## src/rtl/vrt_pkg.sv

```systemverilog
// Package for the voxel ray walker: status codes, axis codes and the
// request classification carried between front and back. No dependencies.
`timescale 1ns / 1ps
package vrt_pkg;
  localparam logic [1:0] ST_QUERY = 2'd0;
  localparam logic [1:0] ST_HIT   = 2'd1;
  localparam logic [1:0] ST_MISS  = 2'd2;

  localparam logic [1:0] AX_X    = 2'd0;
  localparam logic [1:0] AX_Y    = 2'd1;
  localparam logic [1:0] AX_Z    = 2'd2;
  localparam logic [1:0] AX_NONE = 2'd3;

  localparam logic KIND_START  = 1'b0;
  localparam logic KIND_ANSWER = 1'b1;

  typedef enum logic [2:0] {
    BK_IDLE, BK_DIV, BK_MUL, BK_CHECK, BK_OUT
  } bk_state_t;

  // One queued request as seen by the back part.
  typedef struct packed {
    logic        kind;
    logic [31:0] ox;
    logic [31:0] oy;
    logic [31:0] oz;
    logic [15:0] dx;
    logic [15:0] dy;
    logic [15:0] dz;
    logic        solid;
  } req_t;
endpackage

```

## src/rtl/vrt_if.sv

```systemverilog
// Channel interfaces for the voxel ray walker: ray/answer requests in,
// results out. Depends on nothing.
`timescale 1ns / 1ps
interface vrt_in_if;
  logic        valid;
  logic        ready;
  logic        kind;
  logic [31:0] origin_x;
  logic [31:0] origin_y;
  logic [31:0] origin_z;
  logic [15:0] dir_x;
  logic [15:0] dir_y;
  logic [15:0] dir_z;
  logic        voxel_solid;
  modport source (output valid, kind, origin_x, origin_y, origin_z, dir_x, dir_y, dir_z,
                  voxel_solid, input ready);
  modport sink (input valid, kind, origin_x, origin_y, origin_z, dir_x, dir_y, dir_z,
                voxel_solid, output ready);
endinterface

interface vrt_out_if;
  logic        valid;
  logic        ready;
  logic [1:0]  status;
  logic [15:0] voxel_x;
  logic [15:0] voxel_y;
  logic [15:0] voxel_z;
  logic [1:0]  normal_x;
  logic [1:0]  normal_y;
  logic [1:0]  normal_z;
  modport source (output valid, status, voxel_x, voxel_y, voxel_z, normal_x, normal_y,
                  normal_z, input ready);
  modport sink (input valid, status, voxel_x, voxel_y, voxel_z, normal_x, normal_y,
                normal_z, output ready);
endinterface

```

## src/rtl/vrt_front.sv

```systemverilog
// Front part: accepts requests into a two-entry queue, in order.
// Depends on vrt_pkg and vrt_in_if.
`timescale 1ns / 1ps
module vrt_front (
  input  logic          clk,
  input  logic          rst,
  vrt_in_if.sink        in_ch,
  output logic          q_valid,
  input  logic          q_pop,
  output vrt_pkg::req_t q_head
);
  vrt_pkg::req_t slots [2];
  logic       wr_ptr;
  logic       rd_ptr;
  logic [1:0] count;
  logic       push;
  vrt_pkg::req_t incoming;

  assign incoming = '{kind: in_ch.kind, ox: in_ch.origin_x, oy: in_ch.origin_y,
                      oz: in_ch.origin_z, dx: in_ch.dir_x, dy: in_ch.dir_y,
                      dz: in_ch.dir_z, solid: in_ch.voxel_solid};
  assign in_ch.ready = (count != 2'd2);
  assign push    = in_ch.valid && in_ch.ready;
  assign q_valid = (count != 2'd0);
  assign q_head  = slots[rd_ptr];

  always_ff @(posedge clk) begin
    if (push) slots[wr_ptr] <= incoming;
    if (rst) begin
      wr_ptr <= 1'b0;
      rd_ptr <= 1'b0;
      count  <= 2'd0;
    end else begin
      if (push) wr_ptr <= ~wr_ptr;
      if (q_pop) rd_ptr <= ~rd_ptr;
      count <= count + {1'b0, push} - {1'b0, q_pop};
    end
  end
endmodule

```

## src/rtl/vrt_div.sv

```systemverilog
// Restoring radix-2 divider, one quotient bit per cycle.
// Used by the back part for the per-ray t_delta reciprocals; no dependencies.
`timescale 1ns / 1ps
module vrt_div #(
  parameter int NW = 38,
  parameter int DW = 24
) (
  input  logic          clk,
  input  logic          rst,
  input  logic          start,
  input  logic [NW-1:0] num,
  input  logic [DW-1:0] den,
  output logic          busy,
  output logic [NW-1:0] quo
);
  localparam int CW = $clog2(NW + 1);
  logic [DW:0]   rem;
  logic [NW-1:0] nsh;
  logic [CW-1:0] cnt;
  logic [DW:0]   trial;

  assign trial = {rem[DW-1:0], nsh[NW-1]};

  always_ff @(posedge clk) begin
    if (rst) begin
      busy <= 1'b0;
      cnt  <= '0;
    end else if (start) begin
      busy <= 1'b1;
      cnt  <= CW'(NW);
      rem  <= '0;
      nsh  <= num;
      quo  <= '0;
    end else if (busy) begin
      nsh <= {nsh[NW-2:0], 1'b0};
      if (trial >= {1'b0, den}) begin
        rem <= trial - {1'b0, den};
        quo <= {quo[NW-2:0], 1'b1};
      end else begin
        rem <= trial;
        quo <= {quo[NW-2:0], 1'b0};
      end
      cnt <= cnt - CW'(1);
      if (cnt == CW'(1)) busy <= 1'b0;
    end
  end
endmodule

```

## src/rtl/vrt_back.sv

```systemverilog
// Back part: ray setup (reciprocal divide, one axis at a time), stepping,
// end test and the result register. Depends on vrt_pkg, vrt_div, vrt_out_if.
`timescale 1ns / 1ps
module vrt_back #(
  parameter int T_FRAC_BITS    = 24,
  parameter int COORD_INT_BITS = 16
) (
  input  logic          clk,
  input  logic          rst,
  input  logic [7:0]    max_distance,
  input  logic          q_valid,
  output logic          q_pop,
  input  vrt_pkg::req_t q_head,
  vrt_out_if.source     out_ch
);
  localparam int PFB = 32 - COORD_INT_BITS;
  localparam int NW  = T_FRAC_BITS + 15;
  localparam logic [31:0] T_ONE = 32'(64'd1 << T_FRAC_BITS);

  vrt_pkg::bk_state_t state, state_next;
  logic [15:0] vox [3];
  logic [31:0] tmax [3];
  logic [31:0] tdel [3];
  logic [1:0]  stp [3];
  logic [1:0]  last_axis;
  logic        ray_active;
  logic [1:0]  ax;
  logic [31:0] org [3];
  logic [15:0] dir [3];
  logic [23:0] mag;
  logic [23:0] mag_r;
  logic        div_go;
  logic        div_wait;
  logic        div_busy;
  logic [NW-1:0] div_q;
  logic [31:0] delta_sat;
  logic [PFB:0] mfac;
  logic [63:0] prod;
  logic [1:0]  dsel;
  logic [31:0] step_sum;
  logic        all_past;

  assign org[0] = q_head.ox;
  assign org[1] = q_head.oy;
  assign org[2] = q_head.oz;
  assign dir[0] = q_head.dx;
  assign dir[1] = q_head.dy;
  assign dir[2] = q_head.dz;

  // Magnitude of the extent dir * max_distance for the axis in setup.
  always_comb begin
    logic signed [24:0] d;
    d = $signed(dir[ax]) * $signed({1'b0, max_distance});
    mag = d[24] ? 24'(-d) : d[23:0];
  end

  vrt_div #(.NW(NW), .DW(24)) u_div (
    .clk(clk), .rst(rst), .start(div_go), .num(NW'(1) << (NW - 1)), .den(mag),
    .busy(div_busy), .quo(div_q)
  );

  assign delta_sat = (64'(div_q) > 64'hFFFF_FFFF) ? 32'hFFFF_FFFF : 32'(div_q);
  assign mfac = (stp[ax] == 2'b01) ? ((PFB+1)'(1) << PFB) - {1'b0, org[ax][PFB-1:0]}
                                   : {1'b0, org[ax][PFB-1:0]};
  assign prod = 64'(tdel[ax]) * 64'(mfac);

  always_comb begin
    if (tmax[0] < tmax[1]) dsel = (tmax[0] < tmax[2]) ? vrt_pkg::AX_X : vrt_pkg::AX_Z;
    else                   dsel = (tmax[1] < tmax[2]) ? vrt_pkg::AX_Y : vrt_pkg::AX_Z;
  end
  always_comb begin
    logic [32:0] s;
    s = {1'b0, tmax[dsel]} + {1'b0, tdel[dsel]};
    step_sum = s[32] ? 32'hFFFF_FFFF : s[31:0];
  end
  assign all_past = (tmax[0] > T_ONE) && (tmax[1] > T_ONE) && (tmax[2] > T_ONE);

  // Next state.
  always_comb begin
    state_next = state;
    unique case (state)
      vrt_pkg::BK_IDLE: begin
        if (q_valid && !out_ch.valid) begin
          if (q_head.kind == vrt_pkg::KIND_START) state_next = vrt_pkg::BK_DIV;
          else if (ray_active) state_next = q_head.solid ? vrt_pkg::BK_OUT
                                                         : vrt_pkg::BK_CHECK;
        end
      end
      vrt_pkg::BK_DIV:   if (div_wait && !div_busy) state_next = vrt_pkg::BK_MUL;
      vrt_pkg::BK_MUL:   state_next = (ax == vrt_pkg::AX_Z) ? vrt_pkg::BK_CHECK
                                                            : vrt_pkg::BK_DIV;
      vrt_pkg::BK_CHECK: state_next = vrt_pkg::BK_OUT;
      vrt_pkg::BK_OUT:   state_next = vrt_pkg::BK_IDLE;
      default:           state_next = vrt_pkg::BK_IDLE;
    endcase
  end

  // Outputs of the sequencer.
  always_comb begin
    q_pop  = 1'b0;
    div_go = 1'b0;
    unique case (state)
      vrt_pkg::BK_IDLE:  q_pop = q_valid && !out_ch.valid && q_head.kind == vrt_pkg::KIND_ANSWER
                                 && !ray_active;
      vrt_pkg::BK_DIV:   div_go = !div_wait && mag != '0;
      vrt_pkg::BK_OUT:   q_pop = 1'b1;
      default: ;
    endcase
  end

  always_ff @(posedge clk) begin
    if (rst) begin
      state      <= vrt_pkg::BK_IDLE;
      ray_active <= 1'b0;
      last_axis  <= vrt_pkg::AX_NONE;
      out_ch.valid <= 1'b0;
      div_wait   <= 1'b0;
      ax         <= vrt_pkg::AX_X;
      for (int i = 0; i < 3; i++) begin
        vox[i] <= '0; tmax[i] <= '0; tdel[i] <= '0; stp[i] <= '0;
      end
    end else begin
      state <= state_next;
      if (out_ch.valid && out_ch.ready) out_ch.valid <= 1'b0;
      unique case (state)
        vrt_pkg::BK_IDLE: begin
          ax <= vrt_pkg::AX_X;
          div_wait <= 1'b0;
          if (state_next == vrt_pkg::BK_CHECK) begin
            vox[dsel]  <= vox[dsel] + {{14{stp[dsel][1]}}, stp[dsel]};
            tmax[dsel] <= step_sum;
            last_axis  <= dsel;
          end
        end
        vrt_pkg::BK_DIV: begin
          if (!div_wait) begin
            div_wait <= 1'b1;
            mag_r    <= mag;
            stp[ax]  <= (mag == '0) ? 2'b00 : (dir[ax][15] ? 2'b11 : 2'b01);
            vox[ax]  <= 16'($signed(org[ax]) >>> PFB);
          end else if (!div_busy) begin
            tdel[ax] <= (mag_r == '0) ? 32'hFFFF_FFFF : delta_sat;
          end
        end
        vrt_pkg::BK_MUL: begin
          div_wait <= 1'b0;
          if (stp[ax] == 2'b00) tmax[ax] <= 32'hFFFF_FFFF;
          else tmax[ax] <= ((prod >> PFB) > 64'hFFFF_FFFF) ? 32'hFFFF_FFFF
                                                            : 32'(prod >> PFB);
          ax <= ax + 2'd1;
          if (ax == vrt_pkg::AX_Z) begin
            last_axis  <= vrt_pkg::AX_NONE;
            ray_active <= 1'b1;
          end
        end
        vrt_pkg::BK_CHECK: begin
          out_ch.status <= all_past ? vrt_pkg::ST_MISS : vrt_pkg::ST_QUERY;
          if (all_past) ray_active <= 1'b0;
          out_ch.normal_x <= '0; out_ch.normal_y <= '0; out_ch.normal_z <= '0;
          out_ch.voxel_x <= vox[0]; out_ch.voxel_y <= vox[1]; out_ch.voxel_z <= vox[2];
        end
        vrt_pkg::BK_OUT: begin
          out_ch.valid <= 1'b1;
          if (q_head.kind == vrt_pkg::KIND_ANSWER && q_head.solid) begin
            // A solid answer: the normal points back along the last crossed axis.
            ray_active <= 1'b0;
            out_ch.status <= vrt_pkg::ST_HIT;
            out_ch.voxel_x <= vox[0]; out_ch.voxel_y <= vox[1]; out_ch.voxel_z <= vox[2];
            out_ch.normal_x <= (last_axis == vrt_pkg::AX_X) ? 2'(-stp[0]) : 2'b00;
            out_ch.normal_y <= (last_axis == vrt_pkg::AX_Y) ? 2'(-stp[1]) : 2'b00;
            out_ch.normal_z <= (last_axis == vrt_pkg::AX_Z || last_axis == vrt_pkg::AX_NONE)
                               ? 2'(-stp[2]) : 2'b00;
          end
        end
        default: ;
      endcase
    end
  end
endmodule

```

## src/rtl/voxel_ray_traversal_top.sv

```systemverilog
// Top level of the voxel ray walker: front queue, back sequencer, config reg.
// Depends on vrt_pkg, vrt_if, vrt_front, vrt_div, vrt_back.
//
//  channel   dir  handshake    payload
//  in_ch     in   valid/ready  kind, origin_x/y/z, dir_x/y/z, voxel_solid
//  out_ch    out  valid/ready  status, voxel_x/y/z, normal_x/y/z
//  cfg       in   cfg_we       cfg_data = max_distance
//
// An accepted request is registered in the queue before the back part sees it. An
// answer request passes there through the step, the check and the result register;
// a solid one skips the step and the check. The back part takes its next request in
// the cycle after the result is taken. A start request runs each axis through the
// reciprocal divide and the multiply in turn, on the one-bit-per-cycle reciprocal
// divider shared by the axes; an axis with zero extent skips the divide.
// Reset is synchronous; max_distance returns to 8. The two-entry queue keeps
// accepting while a result waits in the output register, until it is full.
`timescale 1ns / 1ps
module voxel_ray_traversal_top #(
  parameter int T_FRAC_BITS    = 24,
  parameter int COORD_INT_BITS = 16
) (
  input  logic       clk,
  input  logic       rst,
  input  logic       cfg_we,
  input  logic [7:0] cfg_data,
  vrt_in_if.sink     in_ch,
  vrt_out_if.source  out_ch
);
  logic [7:0]    max_distance;
  logic          q_valid;
  logic          q_pop;
  vrt_pkg::req_t q_head;

  always_ff @(posedge clk) begin
    if (rst) max_distance <= 8'd8;
    else if (cfg_we) max_distance <= cfg_data;
  end

  vrt_front u_front (.clk(clk), .rst(rst), .in_ch(in_ch), .q_valid(q_valid),
                     .q_pop(q_pop), .q_head(q_head));

  vrt_back #(.T_FRAC_BITS(T_FRAC_BITS), .COORD_INT_BITS(COORD_INT_BITS)) u_back (
    .clk(clk), .rst(rst), .max_distance(max_distance), .q_valid(q_valid),
    .q_pop(q_pop), .q_head(q_head), .out_ch(out_ch)
  );
endmodule

```

## src/flat_wrapper.sv

```systemverilog
// flat-port wrapper written by rule: the top's interface ports become plain ports
module voxel_ray_traversal_top_flat 
#(
  parameter int T_FRAC_BITS    = 24,
  parameter int COORD_INT_BITS = 16
)
  (clk, rst, cfg_we, cfg_data, in_ch_valid, in_ch_kind, in_ch_origin_x, in_ch_origin_y, in_ch_origin_z, in_ch_dir_x, in_ch_dir_y, in_ch_dir_z, in_ch_voxel_solid, in_ch_ready, out_ch_valid, out_ch_status, out_ch_voxel_x, out_ch_voxel_y, out_ch_voxel_z, out_ch_normal_x, out_ch_normal_y, out_ch_normal_z, out_ch_ready);
  vrt_in_if in_ch_i ();
  vrt_out_if out_ch_i ();
  input  logic clk;
  input  logic rst;
  input  logic cfg_we;
  input  logic [7:0] cfg_data;
  input wire logic [$bits(in_ch_i.valid)-1:0] in_ch_valid;
  input wire logic [$bits(in_ch_i.kind)-1:0] in_ch_kind;
  input wire logic [$bits(in_ch_i.origin_x)-1:0] in_ch_origin_x;
  input wire logic [$bits(in_ch_i.origin_y)-1:0] in_ch_origin_y;
  input wire logic [$bits(in_ch_i.origin_z)-1:0] in_ch_origin_z;
  input wire logic [$bits(in_ch_i.dir_x)-1:0] in_ch_dir_x;
  input wire logic [$bits(in_ch_i.dir_y)-1:0] in_ch_dir_y;
  input wire logic [$bits(in_ch_i.dir_z)-1:0] in_ch_dir_z;
  input wire logic [$bits(in_ch_i.voxel_solid)-1:0] in_ch_voxel_solid;
  output wire logic [$bits(in_ch_i.ready)-1:0] in_ch_ready;
  output wire logic [$bits(out_ch_i.valid)-1:0] out_ch_valid;
  output wire logic [$bits(out_ch_i.status)-1:0] out_ch_status;
  output wire logic [$bits(out_ch_i.voxel_x)-1:0] out_ch_voxel_x;
  output wire logic [$bits(out_ch_i.voxel_y)-1:0] out_ch_voxel_y;
  output wire logic [$bits(out_ch_i.voxel_z)-1:0] out_ch_voxel_z;
  output wire logic [$bits(out_ch_i.normal_x)-1:0] out_ch_normal_x;
  output wire logic [$bits(out_ch_i.normal_y)-1:0] out_ch_normal_y;
  output wire logic [$bits(out_ch_i.normal_z)-1:0] out_ch_normal_z;
  input wire logic [$bits(out_ch_i.ready)-1:0] out_ch_ready;
  assign in_ch_i.valid = in_ch_valid;
  assign in_ch_i.kind = in_ch_kind;
  assign in_ch_i.origin_x = in_ch_origin_x;
  assign in_ch_i.origin_y = in_ch_origin_y;
  assign in_ch_i.origin_z = in_ch_origin_z;
  assign in_ch_i.dir_x = in_ch_dir_x;
  assign in_ch_i.dir_y = in_ch_dir_y;
  assign in_ch_i.dir_z = in_ch_dir_z;
  assign in_ch_i.voxel_solid = in_ch_voxel_solid;
  assign in_ch_ready = in_ch_i.ready;
  assign out_ch_valid = out_ch_i.valid;
  assign out_ch_status = out_ch_i.status;
  assign out_ch_voxel_x = out_ch_i.voxel_x;
  assign out_ch_voxel_y = out_ch_i.voxel_y;
  assign out_ch_voxel_z = out_ch_i.voxel_z;
  assign out_ch_normal_x = out_ch_i.normal_x;
  assign out_ch_normal_y = out_ch_i.normal_y;
  assign out_ch_normal_z = out_ch_i.normal_z;
  assign out_ch_i.ready = out_ch_ready;
  voxel_ray_traversal_top #(.T_FRAC_BITS(T_FRAC_BITS), .COORD_INT_BITS(COORD_INT_BITS)) u_core (.clk(clk), .rst(rst), .cfg_we(cfg_we), .cfg_data(cfg_data), .in_ch(in_ch_i), .out_ch(out_ch_i));
endmodule
```

## config.mk

```make
export PLATFORM = sky130hd
export DESIGN_NAME = voxel_ray_traversal_top_flat
export DESIGN_NICKNAME = d
export VERILOG_FILES = /design/src/rtl/vrt_pkg.sv /design/src/rtl/vrt_if.sv /design/src/rtl/vrt_front.sv /design/src/rtl/vrt_div.sv /design/src/rtl/vrt_back.sv /design/src/rtl/voxel_ray_traversal_top.sv /design/src/flat_wrapper.sv
export SDC_FILE = /design/constraint.sdc
export NUM_CORES = 2
export LEC_CHECK = 0
export ABC_CLOCK_PERIOD_IN_PS = 32800
export BUFFER_PORTS_ARGS = -buffer_cell sky130_fd_sc_hd__buf_2
export CORE_MARGIN = 3
export CORE_UTILIZATION = 65
export CTS_BUF_LIST = sky130_fd_sc_hd__clkbuf_4 sky130_fd_sc_hd__clkbuf_8
export CTS_CLUSTER_SIZE = 10
export DETAILED_ROUTE_END_ITERATION = 10
export PLACE_DENSITY = 0.83
export SKIP_LAST_GASP = 1
export SLEW_MARGIN = 0
export SYNTH_ARGS = -nofsm -noshare
export SYNTH_HDL_FRONTEND = slang
export SYNTH_HIERARCHICAL = 1
export SYNTH_SLANG_ARGS = --single-unit
```

## constraint.sdc

```tcl
create_clock -name clk -period 32.8 [get_ports clk]
set_clock_uncertainty 0.2 [all_clocks]
set_input_delay 1.64 -clock clk [delete_from_list [all_inputs] [get_ports clk]]
set_output_delay 1.64 -clock clk [all_outputs]
set_load 0.05 [all_outputs]
```

# Word-level counts from Yosys, hierarchy flattened
# Memories as Yosys holds them, arrays and structs flattened. A register that Yosys moved wholly into a read port is not among the register bits.
# Index checks and enable logic that the tools add are counted.
[totals]
elab_cells = 231
romBits = 0
inputBits = 159
reg_bits = 173
latchBits = 0
n_memories = 5
ramBits = 538
out_inout_bits = 58
[op_classes]
muxes = 115
n_eq_ne = 16
reduce_logical = 41
n_bitwise = 6
add_sub_neg = 12
shift = 0
div = 0
n_lt_le_gt_ge = 10
multipliers = 2
[memory_table]
columns = ["memory", "words", "width", "read_ports", "rd_ports_with_merged_regs", "wr", "line", "source"]
rows = [
  ["u_core.u_front.slots", 2, 146, 1, 1, 1, "vrt_front.sv:12", "vrt_pkg::req_t slots [2];"],
  ["u_core.u_back.tdel", 3, 32, 2, 1, 3, "vrt_back.sv:23", "logic [31:0] tdel [3];"],
  ["u_core.u_back.tmax", 3, 32, 4, 0, 3, "vrt_back.sv:22", "logic [31:0] tmax [3];"],
  ["u_core.u_back.vox", 3, 16, 4, 0, 3, "vrt_back.sv:21", "logic [15:0] vox [3];"],
  ["u_core.u_back.stp", 3, 2, 5, 1, 3, "vrt_back.sv:24", "logic [1:0] stp [3];"],
]
[ops]
columns = ["op", "n"]
rows = [
  ["2-to-1 mux 32 bit", 10],
  ["2-to-1 mux 16 bit", 7],
  ["greater-than comparator 32 x 25 -> 1 bit, second input constant", 3],
  ["< comparator 32 bit", 3],
  ["case mux 16 bit (2 select lines)", 3],
  ["OR reduction 32 bit", 3],
  ["2-to-1 mux 39 bit", 2],
  ["2-to-1 mux 24 bit", 3],
  ["binary-select mux 32 bit (select 2 bit)", 1],
  ["2-to-1 mux 2 bit", 27],
  ["multiplier 32 x 17 -> 49 bit", 1],
  ["zero test 24 bit", 2],
  ["2-to-1 mux 1 bit", 43],
  ["greater-than comparator 39 x 32 -> 1 bit, second input constant", 1],
  ["adder 32 x 32 -> 33 bit", 1],
  ["greater-than comparator 33 x 32 -> 1 bit, second input constant", 1],
  ["binary-select mux 16 bit (select 2 bit)", 1],
  ["OR reduction 16 bit", 2],
  [">= comparator 25 x 24 -> 1 bit", 1],
  ["multiplier 16 x 9 -> 25 bit", 1],
  ["negation 24 bit", 1],
  ["case mux 2 bit (2 select lines)", 6],
  ["nonzero test 24 bit", 1],
  ["subtractor 24 bit", 1],
  ["other kinds (35)", 77],
]

# Depth between registers and ports, before layout
[logic_depth]
word_depth = 13
ltp_mapped = 41
mapped_depth_nobuf = 37

# Cells and area by module
# The synthesis kept the hierarchy.
[by_module_without_submodules]
columns = ["mod", "cells_per_inst", "area_each_um2", "n_inst"]
rows = [
  ["vrt_back", 4825, 44571.5, 1],
  ["vrt_front", 482, 10751.6, 1],
  ["vrt_div", 550, 6098.3, 1],
  ["voxel_ray_traversal_top", 26, 290.3, 1],
]

# Worst setup path before layout
# No wires, ideal clock.
[synth_timing]
kind = "reg2reg"
from = "register u_core.u_back.ax[0]"
to = "register, netlist name u_core/u_back/u_div/nsh[0]"
setup_ns = 0.565
path_stages_with_launch = 32
period_less_slack_ns = 13.014
path_buffers = 7
t_required_ns = 32.035
t_arrival_ns = 12.249
slack_ns = 19.786
cell_sequence = "dfxtp_1 > buf_2 > buf_2 > clkbuf_1 > buf_1 > mux2i_1 > o21ai_1 > nand2_1 > fa_1 > inv_1 > fa_1 > inv_1 > fa_1 > inv_1 > fa_1 > ha_1 > clkbuf_1 > nor2_1 > or4b_4 > a21o_1 > and2_4 > a211o_1 > a211oi_4 > nand2_2 > o41a_1 > xnor2_2 > nor4_4 > nor2b_1 > clkbuf_1 > buf_1 > nor2_1 > nor2_1"
[synth_lines]
columns = ["element", "line", "source"]
rows = [
  ["from (decl)", "vrt_back.sv:27", "logic [1:0] ax;"],
  ["from (signal assigned)", "vrt_back.sv:118", "ax <= vrt_pkg::AX_X;"],
  ["from (signal assigned)", "vrt_back.sv:127", "ax <= vrt_pkg::AX_X;"],
  ["from (signal assigned)", "vrt_back.sv:150", "ax <= ax + 2'd1;"],
]

==> out/results.md <==
| Metric | Value |
|:---|:---|
| Run status | finished clean |
| Die span in y | 314.1 µm |
| Start point of the worst min-delay path | u_core/u_back/vox[2][4] |
| Tmin final | 12,100 ps |
| Clk_lat worst skew | 810 ps |
| Main flop type after synthesis | sky130_fd_sc_hd__edfxtp_1 |
| Hold/Removal Path Class | register to register |
| Number of buffers inserted for hold repair after clock tree synthesis | 0 |
| Final slew viol count | 0 |
| Vias in the first global route | 46.99k |
| Final setup fails | 0 |
| Synth Warn # | 6 |
| Number of enable-type register cells in the synthesized netlist | 754 |
| Sinks on the clock net | 786 |
| Syn avg cell area | 10.49 µm² |
| Cts repair resizes | 0 |
| Detailed-route via count | 45.01k |
| Remaining design rule violation count | 0 |
| PortBufs | 216 |
| Count of pins on the block boundary | 217 |
| Highest metal layer used by the detailed router | met4 |
| 1st-pass router iterations | 6 |
| Horizontal die dimension | 314.1 µm |
| Worst max-slew margin expressed relative to the limit | 18.09% |
| Post-synth design cell area | 0.06171 mm² |
| Total negative slack for setup checks | 0 ps |
| Count of buffer and inverter cells on the critical path | 6 |
| Startpoint-to-endpoint class of the critical path | register to register |
| Crit path max-delay family | adder cells |
| Number of distinct library cells after synthesis | 104 |
| Site row count | 112 |
| 1st-iter DRT viols | 4,278 |
| Core region area | 0.09375 mm² |
| Routed length on met3 | 13.10 mm |
| Final worst path period share | 36.90% |
| Timing-limited maximum frequency | 0.08262 GHz |
| Cell type contributing the most total cell area after synthesis | sky130_fd_sc_hd__edfxtp_1 |
| Global placer's final weighted congestion | 0.9488 |
| Overall die area | 0.09867 mm² |
| Worst EP required | 33,110 ps |
| Arr. time, crit path | 12,410 ps |
| Final number of hold-violating endpoints | 0 |
| Cell with the biggest individual delay on the critical path | sky130_fd_sc_hd__and3_1 |
| Number of instances in the synthesized netlist | 5,883 |
| Kind of start point of the critical path | register |
| Area contributors post-synth | sky130_fd_sc_hd__edfxtp_1 37%, sky130_fd_sc_hd__fa_1 18%, sky130_fd_sc_hd__ha_1 7.0% |
| Library cell with the highest instance count after synthesis | sky130_fd_sc_hd__inv_1 |
| Wire length after detailed routing | 160.2 mm |
| Initial Utilization | 65.83% |
| First-pass GRT wire length | 252.9 mm |
| Share of async-settable or async-resettable flops after synthesis | 0% |
| Final HPWL from detailed placement | 116.8 mm |
| Highest net fanout along the worst path | 64 |
| Setup repair after global routing missed its margin | false |
| Relative area change from synthesis to final layout | 8.003% |
| Part of the Yosys area used for sequential elements | 37.73% |
| TritonCTS Buffers | 130 |
| Clock transition time at the flip-flop clock pins of the worst setup and hold paths | 60 ps |
| Average wire per cell in the routed design | 21.56 µm |
| Proportion of layout cells with a drive suffix above 1 | 12.65% |
| Met2 layer wire length in the routed design | 79.57 mm |
| TritonCTS clock tree | built |
| Critical path's most frequent cell | sky130_fd_sc_hd__fa_1 |
| Aggregate global-route resource usage | 32.86% |
| Count of state elements after synthesis | 786 |
| Global route total overflow | 0 |
| Clock root cell | sky130_fd_sc_hd__clkbuf_8 |
| Commonest cells in the synthesized netlist | 890 x sky130_fd_sc_hd__inv_1, 754 x sky130_fd_sc_hd__edfxtp_1, 606 x sky130_fd_sc_hd__nand2_1, 552 x sky130_fd_sc_hd__fa_1, 528 x sky130_fd_sc_hd__nor2_1 |
| Number of nets in the layout | 7,128 |
| Post-synth top area share | 36.69% |
| Final cell utilization of the core | 71.09% |
| Setup crit end kind | register |
| CP max stage delay | 1030 ps |
| Maximum number of pins on one net before global-route repair | 79 |
| Final antenna-violating net count | 0 |
| CTS H-tree lvls | 4 |
| Initial antenna violation count | 9 |
| Met1 layer wirelength in the final routing | 59.70 mm |
| Vias per Instance | 6.057 |
| Max-capacitance violation count | 0 |
| Worst Tran Pin Value | 1216 ps |
| Number of buffers inserted to repair setup after CTS | 0 |
| Clock Path Buffers | 3 |
## worst register-to-register path, delay by kind of cell, from the launching register on
kind,cells,cell delay [ps]
multiplexers,2,620
AND/OR/NAND/NOR,10,3270
buffers and inverters,6,1320
AO/OA/AOI/OAI,6,1830
XOR/XNOR,1,160
flip-flops,1,600
adder cells (fa/ha/maj),8,3840
## flip-flops by register name (all words and copies together) (netlist names), 24 cells and up, named ones only
name                     count
u_core/u_back/tmax          96
u_core/u_front/slots       292
u_core/u_back/tdel         128
u_core/u_back/vox           48
u_core/u_back/u_div/nsh     39
u_core/u_back/u_div/rem     24
u_core/u_back/mag_r         24
u_core/u_back/u_div/quo     39
## layout by cell type (no fill, tap or decap), types with 39 or more instances in the layout
cell and n:
sky130_fd_sc_hd__nor3_1 53, sky130_fd_sc_hd__fa_1 552, sky130_fd_sc_hd__edfxtp_1 754, sky130_fd_sc_hd__buf_4 57
sky130_fd_sc_hd__ha_1 344, sky130_fd_sc_hd__a21o_1 84, sky130_fd_sc_hd__clkbuf_4 45, sky130_fd_sc_hd__clkbuf_8 134
sky130_fd_sc_hd__nand2_1 604, sky130_fd_sc_hd__nand3_1 64, sky130_fd_sc_hd__buf_2 216, sky130_fd_sc_hd__conb_1 39
sky130_fd_sc_hd__nor2_1 527, sky130_fd_sc_hd__xnor2_1 85, sky130_fd_sc_hd__mux2_2 197, sky130_fd_sc_hd__a21oi_1 261
sky130_fd_sc_hd__inv_1 889, sky130_fd_sc_hd__xor2_1 49, sky130_fd_sc_hd__and2_1 219, sky130_fd_sc_hd__nor2b_1 62
sky130_fd_sc_hd__o21ai_0 148, sky130_fd_sc_hd__mux2i_1 146
## per-layer routing
metal | vias up | global-route usage [%]
li1 | 20070 | -
met1 | 22340 | 40.68
met2 | 2101 | 55.73
met3 | 492 | 6.287
met4 | 0 | 15.81
met5 | - | 0
## cells by family after synthesis
| family | synth area share, % |
|---|---|
| other | 0.01217 |
| DFF | 37.73 |
| AOI/OAI and AO/OA | 8.173 |
| muxes | 6.964 |
| buffers and inverters | 7.058 |
| xor gates and xnor gates | 2.216 |
| adders and majority gates | 24.88 |
| and+or+nand+nor | 12.97 |
## metrics by stage
step	area [µm²]	setup slack, ps	std cells	hold slack [ps]
final	66650	20700	7431	241.3
after global routing	66650	20130	7429	252.5
after CTS	66620	20840	7419	243.7
after detailed placement	64150	20890	7195	232.8
after global placement	64150	21200	7195	227.2
after floorplan	61850	19790	5920	220.4
## cell type report
cell class / count / area (µm²)
Clock inverter: 45 / 286.5
Clock buffer: 179 / 2182
Inverter: 891 / 3349
Tap cell: 1254 / 1569
Timing Repair Buffer: 273 / 1509
Sequential cell: 786 / 23290
Fill cell: 6610 / 27100
Antenna cell: 12 / 30.03
Multi-Input combinational cell: 3991 / 34430
## final timing paths
check                                         end  slack, ps  depth (start not counted)
setup / recovery        u_core/u_back/tmax[2][31]      20700                         33
setup reg to reg        u_core/u_back/tmax[2][31]      20700                         33
hold / removal    u_core/u_back/out_ch.voxel_z[4]        240                          0
hold reg to reg   u_core/u_back/out_ch.voxel_z[4]        240                          0
Power is not shown: default switching activity piles up to over one toggle a cycle in this logic, so the estimate is an artifact.
